<file path="src/hdl/assert_macros.svh">
// assertion macros used by the rtl top level
`ifndef ASSERT_MACROS_SVH
`define ASSERT_MACROS_SVH

// implication checked on every rising clock edge outside reset
`define ASSERT_IMPL(lbl, clk, rst_n, prop, msg) \
	lbl: assert property (@(posedge clk) disable iff (!rst_n) prop) else $error(msg);

// condition that must never be true outside reset
`define ASSERT_NEVER(lbl, clk, rst_n, cond, msg) \
	lbl: assert property (@(posedge clk) disable iff (!rst_n) !(cond)) else $error(msg);

`endif

</file>
<file path="src/hdl/mfrq_pkg.sv">
// types, constants and codes of the matrix flip and rotate engine
`timescale 1ns / 1ps

package mfrq_pkg;

	// geometry and storage
	localparam int MAX_DIM    = 128;
	localparam int VALUE_BITS = 32;
	localparam int DIM_W      = 8;
	localparam int IDX_W      = $clog2(MAX_DIM);
	localparam int CELLS      = MAX_DIM * MAX_DIM;
	localparam int ADDR_W     = $clog2(CELLS);
	localparam int CFG_IDX_W  = 2;
	localparam int POS_W      = 7;

	// register reset: 128, or the largest even value not above the maximum
	localparam logic [DIM_W-1:0] REG_RESET = (MAX_DIM >= 128) ? DIM_W'(128) :
		DIM_W'(MAX_DIM & ~1);

	// register indexes
	localparam logic [CFG_IDX_W-1:0] CFG_ROWS = 2'd0;
	localparam logic [CFG_IDX_W-1:0] CFG_COLS = 2'd1;

	// operation codes
	localparam logic [1:0] OP_LOAD  = 2'd0;
	localparam logic [1:0] OP_XFORM = 2'd1;
	localparam logic [1:0] OP_READ  = 2'd2;

	// transform codes
	localparam logic [2:0] XF_VFLIP = 3'd1;
	localparam logic [2:0] XF_HFLIP = 3'd2;
	localparam logic [2:0] XF_ROTCW = 3'd3;
	localparam logic [2:0] XF_ROTCC = 3'd4;
	localparam logic [2:0] XF_QUADC = 3'd5;
	localparam logic [2:0] XF_QUADA = 3'd6;

	typedef struct packed {
		logic [1:0]         op;
		logic signed [31:0] value;
		logic [2:0]         transform;
	} in_req_t;

	typedef struct packed {
		logic signed [31:0] value_res;
		logic [POS_W-1:0]   row;
		logic [POS_W-1:0]   col;
		logic               last;
	} out_rsp_t;

	// memory requests issued by the transform sequencer
	typedef struct packed {
		logic              rd_en;
		logic [ADDR_W-1:0] rd_addr;
		logic              wr_en;
		logic [ADDR_W-1:0] wr_addr;
	} walk_mem_t;

	// sequencer status toward the top level
	typedef struct packed {
		logic             busy;
		logic             done;
		logic [DIM_W-1:0] new_rows;
		logic [DIM_W-1:0] new_cols;
	} walk_stat_t;

endpackage

</file>
<file path="src/hdl/mfrq_walk.sv">
// transform sequencer: walks the source bank and computes destination addresses
`timescale 1ns / 1ps

module mfrq_walk (
	input  logic                         clk,
	input  logic                         arst_n,
	input  logic                         start,
	input  logic [2:0]                   code,
	input  logic [mfrq_pkg::DIM_W-1:0]   n,
	input  logic [mfrq_pkg::DIM_W-1:0]   m,
	output mfrq_pkg::walk_mem_t          mem,
	output mfrq_pkg::walk_stat_t         stat
);

	typedef enum logic [1:0] {
		W_IDLE,
		W_RUN,
		W_DRAIN
	} wstate_t;

	wstate_t                         state_q;
	logic [2:0]                      code_q;
	logic [mfrq_pkg::DIM_W-1:0]      n_q;
	logic [mfrq_pkg::DIM_W-1:0]      m_q;
	logic [mfrq_pkg::DIM_W-1:0]      nc_q;
	logic [mfrq_pkg::IDX_W-1:0]      i_q;
	logic [mfrq_pkg::IDX_W-1:0]      j_q;
	logic [mfrq_pkg::ADDR_W-1:0]     src_q;
	logic                            v_s1;
	logic [mfrq_pkg::IDX_W-1:0]      di_s1;
	logic [mfrq_pkg::IDX_W-1:0]      dj_s1;

	logic [mfrq_pkg::DIM_W-1:0]      iw, jw, hh, ww, di_w, dj_w;
	logic                            top_w, left_w, rot_w;
	logic                            j_end, i_end;
	logic [mfrq_pkg::IDX_W+mfrq_pkg::DIM_W-1:0] dst_w;

	// destination coordinates of the current source element
	always_comb begin
		iw     = (mfrq_pkg::DIM_W)'(i_q);
		jw     = (mfrq_pkg::DIM_W)'(j_q);
		hh     = n_q >> 1;
		ww     = m_q >> 1;
		top_w  = iw < hh;
		left_w = jw < ww;
		di_w   = iw;
		dj_w   = jw;
		case (code_q)
			mfrq_pkg::XF_VFLIP: begin
				di_w = n_q - 1'b1 - iw;
			end
			mfrq_pkg::XF_HFLIP: begin
				dj_w = m_q - 1'b1 - jw;
			end
			mfrq_pkg::XF_ROTCW: begin
				di_w = jw;
				dj_w = n_q - 1'b1 - iw;
			end
			mfrq_pkg::XF_ROTCC: begin
				di_w = m_q - 1'b1 - jw;
				dj_w = iw;
			end
			mfrq_pkg::XF_QUADC: begin
				if (top_w && left_w) dj_w = jw + ww;
				else if (top_w) di_w = iw + hh;
				else if (!left_w) dj_w = jw - ww;
				else di_w = iw - hh;
			end
			mfrq_pkg::XF_QUADA: begin
				if (top_w && left_w) di_w = iw + hh;
				else if (top_w) dj_w = jw - ww;
				else if (!left_w) di_w = iw - hh;
				else dj_w = jw + ww;
			end
			default: begin
				di_w = iw;
				dj_w = jw;
			end
		endcase
	end

	assign j_end = jw == (m_q - 1'b1);
	assign i_end = iw == (n_q - 1'b1);
	assign rot_w = (code == mfrq_pkg::XF_ROTCW) || (code == mfrq_pkg::XF_ROTCC);

	// state, walk counters and the address stage
	always_ff @(posedge clk or negedge arst_n) begin
		if (!arst_n) begin
			state_q <= W_IDLE;
			v_s1    <= 1'b0;
		end else begin
			case (state_q)
				W_IDLE: begin
					v_s1 <= 1'b0;
					if (start) begin
						code_q  <= code;
						n_q     <= n;
						m_q     <= m;
						nc_q    <= rot_w ? n : m;
						i_q     <= '0;
						j_q     <= '0;
						src_q   <= '0;
						state_q <= W_RUN;
					end
				end
				W_RUN: begin
					v_s1  <= 1'b1;
					di_s1 <= (mfrq_pkg::IDX_W)'(di_w);
					dj_s1 <= (mfrq_pkg::IDX_W)'(dj_w);
					src_q <= src_q + 1'b1;
					if (j_end) begin
						j_q <= '0;
						i_q <= i_q + 1'b1;
						if (i_end) begin
							state_q <= W_DRAIN;
						end
					end else begin
						j_q <= j_q + 1'b1;
					end
				end
				W_DRAIN: begin
					v_s1    <= 1'b0;
					state_q <= W_IDLE;
				end
				default: begin
					v_s1    <= 1'b0;
					state_q <= W_IDLE;
				end
			endcase
		end
	end

	// destination address, written with the data read in the cycle before
	assign dst_w = (mfrq_pkg::IDX_W+mfrq_pkg::DIM_W)'(di_s1) *
		(mfrq_pkg::IDX_W+mfrq_pkg::DIM_W)'(nc_q) +
		(mfrq_pkg::IDX_W+mfrq_pkg::DIM_W)'(dj_s1);

	assign mem.rd_en   = state_q == W_RUN;
	assign mem.rd_addr = src_q;
	assign mem.wr_en   = v_s1;
	assign mem.wr_addr = dst_w[mfrq_pkg::ADDR_W-1:0];

	assign stat.busy     = state_q != W_IDLE;
	assign stat.done     = state_q == W_DRAIN;
	assign stat.new_rows = ((code_q == mfrq_pkg::XF_ROTCW) || (code_q == mfrq_pkg::XF_ROTCC))
		? m_q : n_q;
	assign stat.new_cols = nc_q;

endmodule

</file>
<file path="config.mk">
export PLATFORM = sky130hd
export DESIGN_NAME = mfrq_walk
export DESIGN_NICKNAME = d
export VERILOG_FILES = /design/src/hdl/assert_macros.svh /design/src/hdl/mfrq_pkg.sv /design/src/hdl/mfrq_walk.sv
export SDC_FILE = /design/constraint.sdc
export NUM_CORES = 1
export LEC_CHECK = 0
export CORE_UTILIZATION = 35
export CTS_CLUSTER_DIAMETER = 50
export CTS_CLUSTER_SIZE = 20
export DETAILED_ROUTE_END_ITERATION = 6
export DONT_BUFFER_PORTS = 1
export GPL_TIMING_DRIVEN = 0
export PLACE_DENSITY = 0.54
export SLEW_MARGIN = 20
export SYNTH_ARGS = -nofsm -noshare
export SYNTH_HDL_FRONTEND = slang
export SYNTH_SLANG_ARGS = --single-unit
export TNS_END_PERCENT = 30
</file>
<file path="constraint.sdc">
create_clock -name clk -period 4.75 [get_ports clk]
set_clock_uncertainty 0.2 [all_clocks]
set_input_delay 0.7125 -clock clk [delete_from_list [all_inputs] [get_ports clk]]
set_output_delay 0.7125 -clock clk [all_outputs]
set_load 0.03 [all_outputs]
</file>
Yosys cells after proc, flatten, opt, wreduce, memory -nomap -nowiden
Index checks and enable logic that the tools add are counted.
- order comparisons: 2
- eq/ne operators: 15
- add/sub/neg operators: 12
- multiplexer cells: 28
- multiply operators: 1
- reductions and logical operators: 11
- operators by type and width (operator ; count):
    $mux W7 ; 15
    $pmux W7 S5 ; 2
    $pmux W14 S2 ; 1
    $pmux W7 S2 ; 2
    $sub A7 B7 Y7 ; 4
    $eq A7 B8 Y1 ; 2
    $mux W8 ; 2
    $sub A8 B1 Y8 const B ; 2
    $add A14 B1 Y14 const B ; 1
    $add A14 B7 Y14 ; 1
    $add A7 B1 Y7 const B ; 2
    $add A7 B7 Y7 ; 2
    $lt A7 B7 Y1 ; 2
    $mul A7 B8 Y14 ; 1
    $mux W14 ; 1
    $eq A3 B3 Y1 const B ; 4
    $eq A3 B2 Y1 const B ; 3
    $reduce_and A3 Y1 ; 3
    $mux W2 ; 3
    $ne A2 B1 Y1 const B ; 2
    $pmux W2 S2 ; 1
    $reduce_and A4 Y1 ; 1
    $reduce_bool A2 Y1 ; 2
    $eq A3 B1 Y1 const B ; 1
    8 further kinds ; 9
- bits of input ports: 22
- bits in registers: 72
- output and inout port bits: 48
- logic and storage cells: 80

Depth between registers and ports, before layout
- depth in word-level cells: 5
- mapped depth: 18
- depth with buffers taken out: 18

Least setup slack after synthesis
No wires, ideal clock.
- kind: flip-flop to output port
- start: register nc_q[0] (netlist bit)
- end: output port mem[12] (netlist bit)
- path buffers: 0
- cell stages (with the launch flop): 15
- required time: 3.838 ns
- setup slack: -1.158 ns
- arrival time: 4.996 ns
- path through: edfxtp_1 nand2_1 fa_1 fa_1 inv_1 fa_1 inv_1 fa_1 inv_1 ha_1 a21boi_0 o21ai_0 a21oi_1 o21ai_0 o311ai_0
- RTL lines (item ; RTL line ; RTL):
    start, declared ; mfrq_walk.sv:25 ; logic [mfrq_pkg::DIM_W-1:0] nc_q;
    start signal, assigned ; mfrq_walk.sv:99 ; nc_q <= rot_w ? n : m;
    end, declared ; mfrq_walk.sv:11 ; output mfrq_pkg::walk_mem_t mem,

==> summary.md <==
| Metric | Value |
|---|---|
| Status | finished with violations |
| Violated checks | setup timing |
| Critical Path AT | between 4 and 5 ns |
| Final Max Slew Viols | 0 |
| Gr ovfl total | 0 |
| Register bit total from synthesis | 72 |
| Fmax | 0.1754 GHz |
| RSZ-0062 raised after global routing | true |
| Post-Layout Cell Count | ~1.2k |
| CTS Root Cell | clkbuf_16 |
| Placed Cells incl. Taps | around 1.2k |
| Max_slew headroom | 33.65% |
| Most used DFF post-synth | edfxtp_1 |
| DP Area | between 8000 and 9000 um2 |
| Post-DP HPWL | about 18000 um |
| Drt drc | 0 |
| Yosys Warn Count | 0 |
| Critical path required time | 3.84 ns |
| Post-DR vias/cell | between 5 and 6 |
| Area growth syn-to-layout | 12.49% |
| Hold/Removal Path Class | primary input to flop |
| Syn_nets | 1071 |
| Post-synth EDFFs | a little under 70 |
| Crit Path Class | flop to output pin |
| Vias in the first global route | approximately 7k |
| First-pass GRT wire length | 36960 um |
| Crit path max-delay cell type | edfxtp_1 |
| Avg Inst Size Synth | between 8 and 9 um2 |
| I/O pin count | 70 |
| Die Width | between 150 and 200 um |
| Final instance area | 9072 um2 |
| Final setup vio count | 9 |
| Setup tns final | -5.364 ns |
| Mapped Area | approximately 8100 um2 |
| DRT Wirelength | between 20000 and 25000 um |
| Fin crit share | 120.0% |
| Clock Tree Buf Depth | 2 |
| # Max-Cap Violations | 0 |
| CP startpoint kind | flop |
| CTS buffer count | 9 |
| GRT Total Usage | between 20% and 30% |
| Fin crit period | approximately 5.7 ns |
| Via Count | between 6k and 7k |
| Most used cell, CP | fa_1 |
| Slew @ Worst Pin | approximately 1.0 ns |
| Setup crit end kind | output pin |
| Clk slew on worst S/H paths | 0.06 ns |
| TritonCTS clock tree | yes |
| Crit Path Max Fanout | 8 |
| Async set-reset flop share out of synthesis | under 10% |
| Max incr delay on CP | 0.67 ns |
| Die H | between 150 and 200 um |
| Core box area | approximately 23000 um2 |
| Family with the most delay on the worst path | adder cells |
| Clock Latency Late Sink | 0.35 ns |
| Post-DRT Antenna Nets | 0 |
| Clock Sinks | 72 |
| DRT iter0 DRCs | about 470 |
| DRT Pass-1 Iters | 5 |
| Final Hold Slack | between 0.2 and 0.3 ns |
| # diodes | 0 |
| Die area | approximately 24000 um2 |
| Final setup margin | -0.9504 ns |
| R2R setup slack | between 1 and 1.5 ns |
| Finished Core Util | 40.07% |
| Initial antenna violation count | 0 |
| H-tree level count | 3 |
| Buffers on Ports | 0 |
| Worst IR Drop VDD | around 0.00017 V |
| PD cells | around 260 nW/um2 |
| Gpl congestion | 0.9377 |
| Wire per inst | 18.63 um |
| Mapped Cells | around 930 |
| # nets final | roughly 1.1k |
| Total power | 2.377 mW |
| Sequential area share after synthesis | between 20% and 30% |
| Initial core utilization | between 30% and 40% |
| Leakage power | between 3 and 4 nW |
| Worst Path Buf+Inv | 2 |
| Share of cells above drive strength 1 | between 10% and 20% |
| Largest net degree at the start of global routing | 28 |
| Synth unique cells | 72 |
| Place WS | -0.8274 ns |
| Cell Rows | 55 |
| Crit-path cells | and2_4 -> fa_1 -> fa_1 -> fa_1 -> inv_2 -> fa_1 -> inv_2 -> ha_4 -> a21oi_2 -> a21bo_4 -> a2111oi_4 -> o31ai_2 -> xnor2_2 |
| Hold Vio Cnt, Final | 0 |
==> cells in the final DEF (no fill, tap or decap), drive strengths merged, types with 5 or more instances in the layout <==
cell,count
o21ai,51
or3,5
edfxtp,69
nand4,5
o31ai,6
xor2,21
nor4,5
a21oi,55
a21o,7
o21a,7
nor3,16
mux2,10
nand2b,9
a31oi,6
buf,16
xnor2,47
clkbuf,28
inv,112
nand3,28
and3,11
and2,35
a211oi,12
nor2b,10
nor2,93
ha,77
fa,41
nand2,86
a21boi,5
o211ai,5
==> per-layer routing <==
layer	vias up	part of all wire [%]	track usage [%]
li1	3262	-	-
met1	3291	44	25.84
met2	230	46	32.66
met3	42	6.3	3.974
met4	0	3.9	9.095
met5	-	0	0
==> logic make-up after synthesis <==
group | after synthesis | synth area share, %
flops | 72 | 26.62
xor+xnor | 68 | 7.571
simple gates | 309 | 17.93
mux | 14 | 1.893
compound gates | 208 | 16.93
fa+ha+maj | 118 | 22.12
buf+inv | 142 | 6.934
==> where the power goes <==
| part | switching (mW) | internal, mW | total [mW] | leakage (nW) |
|---|---|---|---|---|
| Combinational | 0.481 | 0.320 | 0.801 | 2.90 |
| Clock | 0.277 | 0.516 | 0.792 | 0.163 |
| Sequential | 0.0578 | 0.725 | 0.783 | 0.680 |
| Total | 0.815 | 1.56 | 2.38 | 3.74 |
==> worst paths after layout <==
check                      startpoint          to  cells past startpoint
min reg2reg                state_q[0]  state_q[0]                      3
min                              m[6]      m_q[6]                      0
max in group asynchronous      arst_n        v_s1                      1
max                           nc_q[3]     mem[13]                     13
min in group asynchronous      arst_n  state_q[1]                      1
max reg2reg                    n_q[2]    dj_s1[6]                     12
==> timing repair <==
item | in CTS | in global routing
endpoints found under the setup margin | 10 | 10
hold endpoints to repair | 3 | 0
setup buffers | 3 | 1
pin swaps | 26 | 10
hold buffers | 1 | 0
gates resized for setup | 26 | 15
==> layout make-up <==
cell class / instances / area [um2]
Timing Repair Buffer: 5 / 40.04
Clock buffer: 10 / 229.0
Tap cell: 285 / 356.6
Multi-Input combinational cell: 717 / 5625
Sequential cell: 72 / 2147
Inverter: 112 / 420.4
Buffer: 30 / 138.9
Clock inverter: 6 / 115.1
Fill cell: 2298 / 13570
==> Yosys cell counts, types with 12 or more instances <==
master,count,share of area [%]
nand2_1,86,4.0
inv_1,112,5.2
fa_1,41,10
a21oi_1,55,3.4
o21ai_0,50,3.1
nor3_1,15,0.93
and2_1,33,2.6
nor2_1,92,4.3
a211oi_1,12,1.1
xnor2_1,45,4.9
ha_1,77,12
edfxtp_1,69,26
clkbuf_1,18,0.84
nand3_1,28,1.7
xor2_1,21,2.3
==> flip-flops by register name, indices dropped and copies added (netlist names) <==
signal,cells
src_q,14
m_q,8
n_q,8
nc_q,8
di_s1,7
dj_s1,7
i_q,7
j_q,7
code_q,3
state_q,2
v_s1,1
Power figures use the tool's default switching activity.
